## config.mk

```make
export PLATFORM = sky130hd
export DESIGN_NAME = linear_interp_audio_upsampler_core
export DESIGN_NICKNAME = d
export VERILOG_FILES = /design/src/design/lius_pkg.sv /design/src/design/lius_fifo.sv /design/src/design/lius_front.sv /design/src/design/lius_back.sv /design/src/design/linear_interp_audio_upsampler_core.sv
export SDC_FILE = /design/constraint.sdc
export NUM_CORES = 1
export LEC_CHECK = 0
export BUFFER_PORTS_ARGS = -buffer_cell sky130_fd_sc_hd__buf_4
export CORE_MARGIN = 2
export CORE_UTILIZATION = 41
export DETAILED_ROUTE_END_ITERATION = 12
export PLACE_DENSITY = 0.63
export SLEW_MARGIN = 10
export SYNTH_ARGS = -nofsm -noshare
export SYNTH_HDL_FRONTEND = slang
export SYNTH_SLANG_ARGS = --single-unit
export TNS_END_PERCENT = 5
```

## constraint.sdc

```tcl
create_clock -name clk_i -period 4.7 [get_ports clk_i]
set_input_delay 0.705 -clock clk_i [delete_from_list [all_inputs] [get_ports clk_i]]
set_output_delay 0.705 -clock clk_i [all_outputs]
set_load 0.1 [all_outputs]
```

## src/design/lius_pkg.sv

```systemverilog
// ----------------------------------------------------------------------------
// lius_pkg
// Shared types and constants for the linear interpolation audio upsampler.
// ----------------------------------------------------------------------------
package lius_pkg;

  localparam int unsigned SampleW  = 8;
  localparam int unsigned CfgIdxW  = 1;
  localparam int unsigned CfgDataW = 2;
  localparam int unsigned CmdDepth = 2;
  localparam int unsigned OutDepth = 2;

  typedef enum logic [1:0] {
    ModePlain = 2'd0,
    ModeX2    = 2'd1,
    ModeX4    = 2'd2,
    ModeRsvd  = 2'd3
  } mode_e;

  typedef enum logic [CfgIdxW-1:0] {
    RegMode = 1'b0,
    RegSkip = 1'b1
  } reg_e;

  // One classified sample handed from the front to the slot sequencer
  typedef struct packed {
    logic [SampleW-1:0] old_smp;
    logic [SampleW-1:0] new_smp;
    logic [1:0]         last_idx;
    logic               quarter;
    logic               skip;
  } cmd_t;

  // One DAC slot
  typedef struct packed {
    logic [SampleW-1:0] value;
    logic               strobe;
    logic               last;
  } slot_t;

endpackage

```

## src/design/lius_fifo.sv

```systemverilog
// ----------------------------------------------------------------------------
// lius_fifo
// Small register FIFO with full/empty flags and a combinational head.
// ----------------------------------------------------------------------------
module lius_fifo #(
  parameter int unsigned Width = 8,
  parameter int unsigned Depth = 2
) (
  input  logic             clk_i,
  input  logic             rst_ni,
  input  logic             push_i,
  input  logic [Width-1:0] data_i,
  input  logic             pop_i,
  output logic [Width-1:0] data_o,
  output logic             full_o,
  output logic             empty_o
);

  localparam int unsigned PtrW = (Depth > 1) ? $clog2(Depth) : 1;
  localparam int unsigned CntW = $clog2(Depth + 1);

  logic [Width-1:0] mem_q [Depth];
  logic [PtrW-1:0]  wr_ptr_q, wr_ptr_d;
  logic [PtrW-1:0]  rd_ptr_q, rd_ptr_d;
  logic [CntW-1:0]  cnt_q, cnt_d;
  logic             do_push, do_pop;

  assign full_o  = (cnt_q == CntW'(Depth));
  assign empty_o = (cnt_q == '0);
  assign do_push = push_i & ~full_o;
  assign do_pop  = pop_i & ~empty_o;
  assign data_o  = mem_q[rd_ptr_q];

  always_comb begin
    wr_ptr_d = wr_ptr_q;
    rd_ptr_d = rd_ptr_q;
    cnt_d    = cnt_q;
    if (do_push) begin
      wr_ptr_d = (wr_ptr_q == PtrW'(Depth - 1)) ? '0 : wr_ptr_q + 1'b1;
    end
    if (do_pop) begin
      rd_ptr_d = (rd_ptr_q == PtrW'(Depth - 1)) ? '0 : rd_ptr_q + 1'b1;
    end
    if (do_push && !do_pop) begin
      cnt_d = cnt_q + 1'b1;
    end else if (do_pop && !do_push) begin
      cnt_d = cnt_q - 1'b1;
    end
  end

  always_ff @(posedge clk_i or negedge rst_ni) begin
    if (!rst_ni) begin
      wr_ptr_q <= '0;
      rd_ptr_q <= '0;
      cnt_q    <= '0;
    end else begin
      wr_ptr_q <= wr_ptr_d;
      rd_ptr_q <= rd_ptr_d;
      cnt_q    <= cnt_d;
    end
  end

  always_ff @(posedge clk_i) begin
    if (do_push) begin
      mem_q[wr_ptr_q] <= data_i;
    end
  end

endmodule

```

## src/design/lius_front.sv

```systemverilog
// ----------------------------------------------------------------------------
// lius_front
// Holds the configuration and the previous sample, and turns each accepted
// sample into a slot command for the sequencer.
// ----------------------------------------------------------------------------
module lius_front import lius_pkg::*; (
  input  logic                clk_i,
  input  logic                rst_ni,
  input  logic                cfg_we_i,
  input  logic [CfgIdxW-1:0]  cfg_idx_i,
  input  logic [CfgDataW-1:0] cfg_data_i,
  input  logic                push_i,
  input  logic [SampleW-1:0]  sample_i,
  input  logic                q_full_i,
  output logic                q_push_o,
  output cmd_t                cmd_o
);

  mode_e              mode_q;
  logic               skip_q;
  logic [SampleW-1:0] prev_q;

  assign q_push_o = push_i & ~q_full_i;

  always_ff @(posedge clk_i or negedge rst_ni) begin
    if (!rst_ni) begin
      mode_q <= ModePlain;
      skip_q <= 1'b0;
    end else if (cfg_we_i) begin
      unique case (reg_e'(cfg_idx_i))
        RegMode: mode_q <= mode_e'(cfg_data_i[1:0]);
        RegSkip: skip_q <= cfg_data_i[0];
        default: ;
      endcase
    end
  end

  always_ff @(posedge clk_i or negedge rst_ni) begin
    if (!rst_ni) begin
      prev_q <= '0;
    end else if (q_push_o) begin
      prev_q <= sample_i;
    end
  end

  always_comb begin
    cmd_o.old_smp = prev_q;
    cmd_o.new_smp = sample_i;
    cmd_o.skip    = skip_q;
    unique case (mode_q)
      ModeX2: begin
        cmd_o.last_idx = 2'd1;
        cmd_o.quarter  = 1'b0;
      end
      ModeX4: begin
        cmd_o.last_idx = 2'd3;
        cmd_o.quarter  = 1'b1;
      end
      // reserved mode passes through like plain
      default: begin
        cmd_o.last_idx = 2'd0;
        cmd_o.quarter  = 1'b0;
      end
    endcase
  end

endmodule

```

## src/design/lius_back.sv

```systemverilog
// ----------------------------------------------------------------------------
// lius_back
// Slot sequencer: walks the slots of the head command, one per cycle while the
// result queue has room, interpolates the value and marks duplicates.
// ----------------------------------------------------------------------------
module lius_back import lius_pkg::*; (
  input  logic  clk_i,
  input  logic  rst_ni,
  input  logic  cmd_valid_i,
  input  cmd_t  cmd_i,
  input  logic  out_full_i,
  output logic  cmd_pop_o,
  output logic  slot_push_o,
  output slot_t slot_o
);

  logic [1:0]         cnt_q, cnt_d;
  logic [SampleW-1:0] last_q;
  logic               go, is_last;
  logic [SampleW+1:0] o_w, n_w, sum_on, sum_3o, sum_3n;
  logic [SampleW-1:0] value;

  assign go      = cmd_valid_i & ~out_full_i;
  assign is_last = (cnt_q == cmd_i.last_idx);

  assign o_w    = {2'b00, cmd_i.old_smp};
  assign n_w    = {2'b00, cmd_i.new_smp};
  assign sum_on = o_w + n_w;
  assign sum_3o = (o_w << 1) + o_w + n_w;
  assign sum_3n = (n_w << 1) + n_w + o_w;

  always_comb begin
    if (is_last) begin
      value = cmd_i.new_smp;
    end else if (cmd_i.quarter && cnt_q == 2'd0) begin
      value = sum_3o[SampleW+1:2];
    end else if (cmd_i.quarter && cnt_q == 2'd2) begin
      value = sum_3n[SampleW+1:2];
    end else begin
      value = sum_on[SampleW:1];
    end
  end

  assign slot_push_o   = go;
  assign cmd_pop_o     = go & is_last;
  assign slot_o.value  = value;
  assign slot_o.strobe = ~(cmd_i.skip && value == last_q);
  assign slot_o.last   = is_last;

  always_comb begin
    cnt_d = cnt_q;
    if (go) begin
      cnt_d = is_last ? 2'd0 : cnt_q + 2'd1;
    end
  end

  always_ff @(posedge clk_i or negedge rst_ni) begin
    if (!rst_ni) begin
      cnt_q  <= '0;
      last_q <= '0;
    end else begin
      cnt_q <= cnt_d;
      // track the value of the most recent slot for duplicate compare
      if (go) begin
        last_q <= value;
      end
    end
  end

endmodule

```

## src/design/linear_interp_audio_upsampler_core.sv

```systemverilog
// Path: a sample accepted on the input side is registered in the command queue;
// the slot sequencer then writes its slots into the slot queue, whose head
// is the result side.
// Throughput: one slot per cycle from the slot sequencer while the slot queue
// has room; 1, 2 or 4 slots per sample in plain, two times and four times mode.
// Reset: both queues empty, mode plain, skipping off, previous sample zero.
// ----------------------------------------------------------------------------
// linear_interp_audio_upsampler_core
// Front classifies samples into slot commands, a short queue decouples it from
// the slot sequencer, which fills the result queue.
// ----------------------------------------------------------------------------
module linear_interp_audio_upsampler_core import lius_pkg::*; #(
  parameter int unsigned CmdQDepth = CmdDepth,
  parameter int unsigned OutQDepth = OutDepth
) (
  input  logic                clk_i,
  input  logic                rst_ni,
  input  logic                cfg_we_i,
  input  logic [CfgIdxW-1:0]  cfg_idx_i,
  input  logic [CfgDataW-1:0] cfg_data_i,
  input  logic                push,
  output logic                full,
  input  logic [SampleW-1:0]  sample_in_i,
  output logic                empty,
  input  logic                pop,
  output logic [SampleW-1:0]  dac_value_o,
  output logic                write_strobe_o,
  output logic                slot_last_o
);

  cmd_t  cmd_in, cmd_head;
  slot_t slot_in, slot_head;
  logic  cmd_push, cmd_pop, cmd_empty;
  logic  slot_push, out_full;

  lius_front u_front (
    .clk_i      (clk_i),
    .rst_ni     (rst_ni),
    .cfg_we_i   (cfg_we_i),
    .cfg_idx_i  (cfg_idx_i),
    .cfg_data_i (cfg_data_i),
    .push_i     (push),
    .sample_i   (sample_in_i),
    .q_full_i   (full),
    .q_push_o   (cmd_push),
    .cmd_o      (cmd_in)
  );

  lius_fifo #(
    .Width ($bits(cmd_t)),
    .Depth (CmdQDepth)
  ) u_cmd_q (
    .clk_i   (clk_i),
    .rst_ni  (rst_ni),
    .push_i  (cmd_push),
    .data_i  (cmd_in),
    .pop_i   (cmd_pop),
    .data_o  (cmd_head),
    .full_o  (full),
    .empty_o (cmd_empty)
  );

  lius_back u_back (
    .clk_i       (clk_i),
    .rst_ni      (rst_ni),
    .cmd_valid_i (~cmd_empty),
    .cmd_i       (cmd_head),
    .out_full_i  (out_full),
    .cmd_pop_o   (cmd_pop),
    .slot_push_o (slot_push),
    .slot_o      (slot_in)
  );

  lius_fifo #(
    .Width ($bits(slot_t)),
    .Depth (OutQDepth)
  ) u_out_q (
    .clk_i   (clk_i),
    .rst_ni  (rst_ni),
    .push_i  (slot_push),
    .data_i  (slot_in),
    .pop_i   (pop),
    .data_o  (slot_head),
    .full_o  (out_full),
    .empty_o (empty)
  );

  assign dac_value_o    = slot_head.value;
  assign write_strobe_o = slot_head.strobe;
  assign slot_last_o    = slot_head.last;

endmodule

```

# [Yosys cells after proc, flatten, opt, wreduce, memory -nomap -nowiden]
# Memories as Yosys holds them, arrays and structs flattened.
# Index checks and enable logic that the tools add are counted.
[totals] reg_bits=29 mem_bits_rw=60 wordCells=82 memories=2
[memory_table] name="u_cmd_q.mem_q" depth=2 word_bits=20 rd=1 rd_clocked_by_memory_dff=0 wr=1 line="lius_fifo.sv:22" rtl="logic [Width-1:0] mem_q [Depth];"
[memory_table] name="u_out_q.mem_q" depth=2 word_bits=10 rd=1 rd_clocked_by_memory_dff=0 wr=1 line="lius_fifo.sv:22"
[classes] n_addsub=14 eq_ne=7 n_mux=17 bitwise=13 reduce_logical=18
[ops] cell="8-bit two-way mux" n=3
[ops] cell="10-bit by 8-bit adder with 10-bit output" n=2
[ops] cell="9-bit by 8-bit adder with 10-bit output" n=2
[ops] cell="2-bit two-way mux" n=5
[ops] cell="8-bit by 8-bit adder with 9-bit output" n=1
[ops] cell="2-bit equality test, second input constant" n=4
[ops] cell="8-bit equality test" n=1
[ops] cell="1-bit two-way mux" n=8
[ops] cell="1-bit bitwise AND" n=7
[ops] cell="1-bit logical AND" n=7
[ops] cell="2-bit by 1-bit adder with 2-bit output, second input constant" n=3
[ops] cell="2-bit zero test" n=3
[ops] cell="1-bit NOT" n=6
[ops] cell="3-bit case mux with 2 select lines" n=1
[ops] cell="1-bit adder, second input constant" n=4
[ops] cell="1-bit zero test" n=4
[ops] cell="2-bit AND reduction" n=2
[ops] cell="2-bit nonzero test" n=2
[ops] cell="2-bit by 1-bit subtractor with 2-bit output, second input constant" n=2
[ops] cell="2-bit by 1-bit equality test with 1-bit output, second input constant" n=1
[ops] cell="2-bit equality test" n=1

# [Longest topological paths before layout]
# Gate-level depths: netlist (run 1).
# An unclocked memory read counts as a cell.
[logic_depth] depth_word=9 mapped_depth=16 depth_no_buf=14

# [Hierarchy]
# From an unflattened synthesis (run 1), not the netlist that was laid out.
[unflattened] cells_unflattened=444 hier_area_um2=5371.4
[by_module_without_submodules] module="lius_back" n_inst=1 cells_per_inst=273 area_per_inst_um2=2242.2 seq_area_each_um2=250.2
[by_module_without_submodules] module="lius_fifo at u_cmd_q" n_inst=1 cells_per_inst=81 area_per_inst_um2=1637.8 seq_area_each_um2=1301.2
[by_module_without_submodules] module="lius_fifo at u_out_q" n_inst=1 cells_per_inst=50 area_per_inst_um2=919.6 seq_area_each_um2=700.7
[by_module_without_submodules] module="lius_front" n_inst=1 cells_per_inst=39 area_per_inst_um2=568.0 seq_area_each_um2=275.3
[by_module_without_submodules] module="linear_interp_audio_upsampler_core" n_inst=1 cells_per_inst=1 area_per_inst_um2=3.8 seq_area_each_um2=0.0

# [Worst setup path after synthesis (run 1)]
# OpenSTA, ideal clock, no wires.
[synth_timing] kind="register to register" start="reg u_cmd_q.rd_ptr_q" end="mem u_out_q.mem_q[0][1] in the netlist's numbering (data pin)" setup_time_ns=0.283 arrival_ns=4.253 required_ns=4.417 slack_ns=0.164 path_stages_with_launch=17 synth_period_minus_slack_ns=4.536 path_cell_list="dfrtp_1 buf_6 buf_6 clkbuf_1 mux2_2 fa_1 and4_1 or2_1 fa_1 a211oi_1 o21ai_0 a21oi_1 a211oi_1 a211o_1 mux2i_1 o41ai_1 nand4_1"
[synth_lines] element="start, declared" line="lius_fifo.sv:24" rtl="logic [PtrW-1:0] rd_ptr_q, rd_ptr_d;"
[synth_lines] element="start signal, assigned" line="lius_fifo.sv:58" rtl="rd_ptr_q <= rd_ptr_d;"
[synth_lines] element="end, declared" line="lius_fifo.sv:22"

==> flow_summary.yaml, run 1 <==
run_status:
  status: "finished clean"
timing:
  finalHoldViolCount: 0
  grt_setup_unrepaired: "false"
  setup_viol: 0
  period_needed_ps: 4350
  worst_slew_pin_slew_ps: 896
  period_share: 0.925
  slew_headroom: 0.400
  clock_skew_ps: 10.2
  tns_ps: 0
  max_freq_mhz: 230
  maxSlewViolCount: 0
  whs_ps: 304
synth:
  synth_cell_types: 75
  avgSynthCellArea_um2: 11.5
  syn_inst: 469
  synth_top_area_cell: "edfxtp_1"
  synthTopCellsByArea: "edfxtp_1 (32%), dfrtp_1 (13%), fa_1 (6.3%)"
  synth_edf_count: 58
  synth_warnings: 0
  synth_flop_cell: "edfxtp_1"
  ys_seq_elements: 87
  syn-cell-area_um2: 5400
  ys_seq_area_frac: 0.457
  synth_top_area_frac: 0.322
  synthArstFlopShare: 0.333
  synth_nets: 528
detailed_routing:
  wire_per_inst_um: 18.0
  routed_via_density: 5.53
  drt_pass1_iterations: 4
  vias: 3730
  ant_nets: 0
  drtIter0Drc: 194
  drcViolationCount: 0
  wl_um: 12200
cells_and_area:
  syn_to_final_growth_pct: 13.2
  nets: 557
  seq_area_um2: 2470
  final_layout_size_suffix_gt1_frac: 0.187
  multi_input_area_um2: 2760
  post-route-cell-area_um2: 6110
  diodes: 0
  fillers: 1198
  most-common-layout-cells: "edfxtp_1 (58), nand2_1 (40), nor2_1 (33), buf_4 (33)"
  final_cells: 675
  final_common_cell: "edfxtp_1"
critical_path:
  worstSetupEndpointType: "register"
  rrSetupSlack_ps: 350
  critPathLaunchType: "register"
  required_ps: 4750
  crit_type: "register to register"
  path_max_fanout: 17
  cp.arrival_ps: 4400
clock_network:
  post_cts_buffers: 0
  cts_tree: "done"
  cts.path.max_buffers: 2
  cts_sinks: 87
  h-tree-depth: 3
  clk_pin_slew_ps: 70
  root_buffer: "clkbuf_16"
  cts_buffers: 9
  clk_latency_ps: 330
grt:
  grt_max_degree: 30
  use_met3: 0.0338
  grt_usage: 0.183
  grt_pass1_vias: 3798
  antenna_found_initial: 0
  grt_most_used_layer: "met2"
  met1_usage: 0.245
  grt_overflow_total: 0
  use_met2: 0.301
  grt_pass1_wl_um: 20200
die:
  die_area_um2: 14100
  start_util: 0.425
  rows: 41
  die_y_um: 119
  coreArea_um2: 12700
  pin_count: 28
  dieWidth_um: 119
placed_design:
  gp_congestion: 0.854
  dpl.cell_count: 659
  placed_area_um2: 5780
  dp_hpwl_um: 9190
  io_buffer_count: 27
run:
  maxCapViolations: 0
worst_hold_path:
  hold_path.class: "input port to asynchronous set/reset pin"
cells by family after synthesis:
family | count (synthesis) | share of synthesized area
AND/OR/NAND/NOR | 130 | 0.119
AO/OA/AOI/OAI | 97 | 0.131
flip-flops | 87 | 0.457
adder cells (fa/ha/maj) | 43 | 0.123
multiplexers | 41 | 0.0836
buffers and inverters | 40 | 0.0338
XOR/XNOR | 31 | 0.0528
area by class of cell:
type	count	share of cell area
Inverter	25	0.0153
Clock buffer	13	0.0462
Clock inverter	3	0.00757
Timing Repair Buffer	33	0.0405
Multi-Input combinational cell	342	0.452
Sequential cell	87	0.404
Tap cell	172	0.0352
metal layers:
layer	vias up	wire length, µm	share of wire
li1	1800	-	-
met1	1826	5680	0.47
met2	87	5880	0.48
met3	17	408	0.034
met4	0	218	0.018
met5	-	0	0
stage by stage:
stage	utilization	setup slack, ps
floorplan	-	164
global placement	0.454	462
detailed placement	0.454	378
CTS	0.480	344
global route	0.481	6.89
finish	0.481	350
synth_stat cells (4+ instances only):
cell       n
edfxtp_1  58
nand2_1   40
nor2_1    33
dfrtp_1   29
mux2_2    29
ha_1      26
inv_1     23
o21ai_0   20
xnor2_1   20
fa_1      17
a21oi_1   14
mux2i_1   11
xor2_1    10
nand3_1    9
clkbuf_1   8
nand4_1    8
and3_1     6
nor3_1     6
a21o_1     5
a31oi_1    5
a211o_1    4
a211oi_1   4
nor4_1     4
o21a_1     4
registers in the layout, indices dropped and copies added (netlist names), 2 cells and up:
name and flops:
u_cmd_q.mem_q 38, u_out_q.mem_q 20, u_cmd_q.cnt_q 2, u_back.cnt_q 2, u_front.prev_q 8, u_out_q.cnt_q 2
u_back.last_q 8, u_front.mode_q 2
critical path, stage by stage, from the launching register on:
cell and delay, ps:
dfrtp_1 410, buf_4 290, mux2i_1 430, inv_1 240, fa_1 520, ha_1 410
a21o_1 220, a21oi_1 350, nor3_1 100, a311oi_1 220, o311ai_1 230, a21o_1 230
o41ai_1 270, nand4_1 150
path summary, 6_finish.rpt:
path	start	end	cells after the start
max	u_cmd_q.rd_ptr_q	u_out_q.mem_q[0][1]	13
min	rst_ni	u_front.mode_q[0]	1
max reg2reg	u_cmd_q.rd_ptr_q	u_out_q.mem_q[0][1]	13
min reg2reg	u_front.prev_q[7]	u_cmd_q.mem_q[0][19]	0
max in group asynchronous	rst_ni	u_back.last_q[7]	1
min in group clk_i	u_front.prev_q[7]	u_cmd_q.mem_q[0][19]	0
repair_timing:
item,in CTS,in global routing
resized for setup,0,1
hold buffers,0,0
setup endpoints to repair,0,2
Power of run 1 is left out: the tool's default activity adds up to more than one toggle a clock period on the data nets, which glitch-free logic cannot reach.
==> run 2, diff against run 1 <==
Settings changed: PLACE_DENSITY 0.63 to 0.61.
Clock period 4.7 ns to 5.15 ns, I/O delays scaled along.
==> run 2 against run 1 <==
Global-route usage shrank 0.41 points; final area shrank 1.6%; critical path type unchanged; register-to-register slack gained 220 ps; worst hold slack gained 55 ps; die area is the same.
==> flow_summary.yaml, run 2 (synthesized netlist as in run 1, its figures left out) <==
clock_network:
  clk_pin_slew_ps: 60
  hold_buffers: 0
  root_buffer: "clkbuf_16"
  cts_buffers: 9
  post_cts_buffers: 0
  cts.path.max_buffers: 2
  cts_sinks: 87
  clk_latency_ps: 340
  cts-resized-gates: 0
  cts_tree: "done"
  h-tree-depth: 3
cells_and_area:
  syn_to_final_growth_pct: 11.4
  multi_input_area_um2: 2750
  top_regs: "u_cmd_q.mem_q x38, u_out_q.mem_q x20"
  final_layout_size_suffix_gt1_frac: 0.176
  post-route-cell-area_um2: 6020
  fillers: 1205
  final_common_cell: "edfxtp_1"
  diodes: 0
  most-common-layout-cells: "edfxtp_1 (58), nand2_1 (40), nor2_1 (33)"
  nets: 554
  regMostFlops: "u_cmd_q.mem_q"
  largest_reg_flops: 38
  finalCoreUtilization: 0.473
  seq_area_um2: 2470
detailed_routing:
  drtIter0Drc: 254
  routed_via_density: 5.51
  drcViolationCount: 0
  wire_per_inst_um: 17.5
  drt_pass1_iterations: 5
  wl_um: 11800
  vias: 3702
  ant_nets: 0
critical_path:
  path_max_fanout: 17
  critPathLaunchType: "register"
  cp.arrival_ps: 4630
  required_ps: 5210
  crit_type: "register to register"
  worstSetupEndpointType: "register"
timing:
  setup_viol: 0
  tns_ps: 0
  period_share: 0.888
  period_needed_ps: 4580
  slew_headroom: 0.414
  grt_setup_unrepaired: "false"
  max_freq_mhz: 219
  maxSlewViolCount: 0
  clock_skew_ps: 8.27
  finalHoldViolCount: 0
  worst_slew_pin_slew_ps: 879
die:
  die_y_um: 119
  rows: 41
  start_util: 0.425
  coreArea_um2: 12700
  dieWidth_um: 119
  pin_count: 28
  die_area_um2: 14100
grt:
  grt_pass1_wl_um: 19300
  grt_pass1_vias: 3737
  antenna_found_initial: 0
  grt_max_degree: 30
  grt_usage: 0.179
  grt_overflow_total: 0
placed_design:
  placed_area_um2: 5760
  io_buffer_count: 27
  dp_hpwl_um: 9070
  gp_congestion: 0.854
run_status:
  status: "finished clean"
run:
  maxCapViolations: 0
worst_hold_path:
  hold_path.class: "input port to asynchronous set/reset pin"
## run 2: path summary, 6_finish.rpt
check / startpoint / to / slack (ps) / cells after the start
hold reg to reg: u_front.prev_q[5] / u_cmd_q.mem_q[0][17] / 470 / 0
setup reg to reg: u_cmd_q.rd_ptr_q / u_out_q.mem_q[1][1] / 570 / 13
min in group clk_i: u_front.prev_q[5] / u_cmd_q.mem_q[0][17] / 470 / 0
setup / recovery: u_cmd_q.rd_ptr_q / u_out_q.mem_q[1][1] / 570 / 13
max in group asynchronous: rst_ni / u_back.last_q[3] / 4500 / 1
hold / removal: rst_ni / u_front.mode_q[0] / 360 / 1
## run 2: area by class of cell
cell class,count,share of cell area
flip-flops and latches,87,0.410
repair buffers,30,0.0374
clock inverters,2,0.00166
multi-input cells,342,0.457
well taps,172,0.0358
inverters,25,0.0156
clock buffers,14,0.0422
## run 2: critical path, stage by stage (launching register included)
cell      delay (ps)
dfrtp_1          600
buf_4            350
mux2i_1          500
inv_1            240
fa_1             520
ha_1             400
a21o_1           210
a21oi_1          270
nor3_1            90
a311oi_1         230
o311ai_1         260
a21o_1           240
o41ai_1          240
nand4_1          150
## run 2: layer usage
layer,track usage,vias up,share of wire,routed length (µm)
li1,-,1795,-,-
met1,0.230,1819,0.46,5440
met2,0.286,78,0.48,5690
met3,0.0516,10,0.040,470
met4,0.0655,0,0.015,181
met5,0,-,0,0
## run 2: per-stage QoR
stage / hold WS (ps) / worst slack, ps / instances
floorplan: 437 / 614 / 469
global placement: 449 / 685 / 656
detailed placement: 458 / 594 / 656
CTS: 362 / 572 / 672
global route: 381 / 181 / 672
finish: 359 / 574 / 672
Power of run 2 is left out for the same reason.
==> run 3, diff against run 2 <==
Settings changed: RECOVER_POWER set to 25.
==> run 3 against run 2 <==
The run now ends with capacitance limit, slew limit left; critical endpoint unchanged; worst hold slack better by 110 ps; final cell count unchanged; clock-buffer cell count unchanged; critical path type unchanged; non-clock buffer count unchanged; register-to-register slack about the same; global-route usage unchanged; routed wire length about the same; clock skew unchanged; critical path depth unchanged; final area about the same.
==> flow_summary.yaml, run 3 (synthesized netlist as in run 1, its figures left out) <==
run_status:
  status: "finished, violations left"
  violations: "capacitance limit, slew limit"
detailed_routing:
  dr_wl_met2_um: 5700
  routed.top_layer: "met4"
  vias: 3703
  ant_nets: 0
  routed_via_density: 5.51
  wl_met1_um: 5430
  wire_per_inst_um: 17.5
  drt_pass1_iterations: 5
  drcViolationCount: 0
  wl_met3_um: 470
  drtIter0Drc: 254
  wl_um: 11800
clock_network:
  h-tree-depth: 3
  cts.path.max_buffers: 2
  hold_buffers: 0
  clk_pin_slew_ps: 60
  cts_buffers: 9
  root_buffer: "clkbuf_16"
  cts-resized-gates: 0
  cts_tree: "done"
  post_cts_buffers: 0
  cts_sinks: 87
  clk_latency_ps: 340
cells_and_area:
  most-common-layout-cells: "edfxtp_1 (58), nand2_1 (40), nor2_1 (33)"
  regMostFlops: "u_cmd_q.mem_q"
  nets: 554
  top_regs: "u_cmd_q.mem_q x38, u_out_q.mem_q x20"
  final_common_cell: "edfxtp_1"
  diodes: 0
  syn_to_final_growth_pct: 11.3
  final_layout_size_suffix_gt1_frac: 0.174
  largest_reg_flops: 38
  fillers: 1205
  finalCoreUtilization: 0.473
timing:
  clock_skew_ps: 8.27
  layout_setup_ws_ps: 574
  maxSlewViolCount: 30
  setup_viol: 0
  period_share: 0.888
  worst_slew_pin_slew_ps: 1660
  slew_headroom: -0.103
  tns_ps: 0
  period_needed_ps: 4580
  grt_setup_unrepaired: "false"
  max_freq_mhz: 219
  finalHoldViolCount: 0
critical_path:
  worstSetupEndpointType: "register"
  cp.arrival_ps: 4630
  crit_type: "register to register"
  critPathLaunchType: "register"
  required_ps: 5210
  path_max_fanout: 17
grt:
  grt_max_degree: 30
  grt_overflow_total: 0
  grt_pass1_vias: 3737
  grt_usage: 0.179
  grt_pass1_wl_um: 19300
  antenna_found_initial: 0
placed_design:
  gp_congestion: 0.854
  dp_worst_setup_slack_ps: 594
  dp_hpwl_um: 9070
  io_buffer_count: 27
run:
  maxCapViolations: 1
die:
  die_area_um2: 14100
  dieWidth_um: 119
  rows: 41
  die_y_um: 119
  coreArea_um2: 12700
  start_util: 0.425
  pin_count: 28
worst_hold_path:
  hold_path.class: "register to register"
## run 3: cell count changes in the layout (fill, tap and decap cells not counted), sizes merged
cell,change
clkbuf,+1
buf,-1
## run 3: routing by layer
layer  GRT usage  up-vias
li1            -     1795
met4      0.0655        0
met5           0        -
met3      0.0516       10
met1       0.230     1820
met2       0.286       78
## run 3: final cells by class
class | count | area [µm²] | share of cell area
Clock buffer | 14 | 254 | 0.0422
Clock inverter | 2 | 10.0 | 0.00166
Sequential cell | 87 | 2470 | 0.410
Timing Repair Buffer | 30 | 221 | 0.0368
Multi-Input combinational cell | 342 | 2750 | 0.458
Tap cell | 172 | 215 | 0.0358
Inverter | 25 | 93.8 | 0.0156
## run 3: final timing paths
path	startpoint	to	slack, ps	cells after the start
setup / recovery	u_cmd_q.rd_ptr_q	u_out_q.mem_q[1][1]	570	13
hold / removal	u_front.prev_q[5]	u_cmd_q.mem_q[0][17]	470	0
setup reg to reg	u_cmd_q.rd_ptr_q	u_out_q.mem_q[1][1]	570	13
hold reg to reg	u_front.prev_q[5]	u_cmd_q.mem_q[0][17]	470	0
max in group asynchronous	rst_ni	u_back.last_q[3]	3340	1
min in group asynchronous	rst_ni	u_front.mode_q[1]	850	1
## run 3: stage by stage
| step | cell area (µm²) | hold WS (ps) | cells |
|---|---|---|---|
| 2_1_floorplan | 5400 | 437 | 469 |
| 6_report | 6020 | 469 | 672 |
| 5_1_grt | 6020 | 483 | 672 |
| 3_3_place_gp | 5760 | 449 | 656 |
| 3_5_place_dp | 5760 | 458 | 656 |
| 4_1_cts | 6020 | 362 | 672 |
## run 3: worst max-delay path, cell delays in order, from the launching register on
cell and delay [ps]:
dfrtp_1 600, buf_4 350, mux2i_1 500, inv_1 240
fa_1 520, ha_1 400, a21o_1 210, a21oi_1 270
nor3_1 90, a311oi_1 230, o311ai_1 260, a21o_1 240
o41ai_1 240, nand4_1 150
Power of run 3 is left out for the same reason.
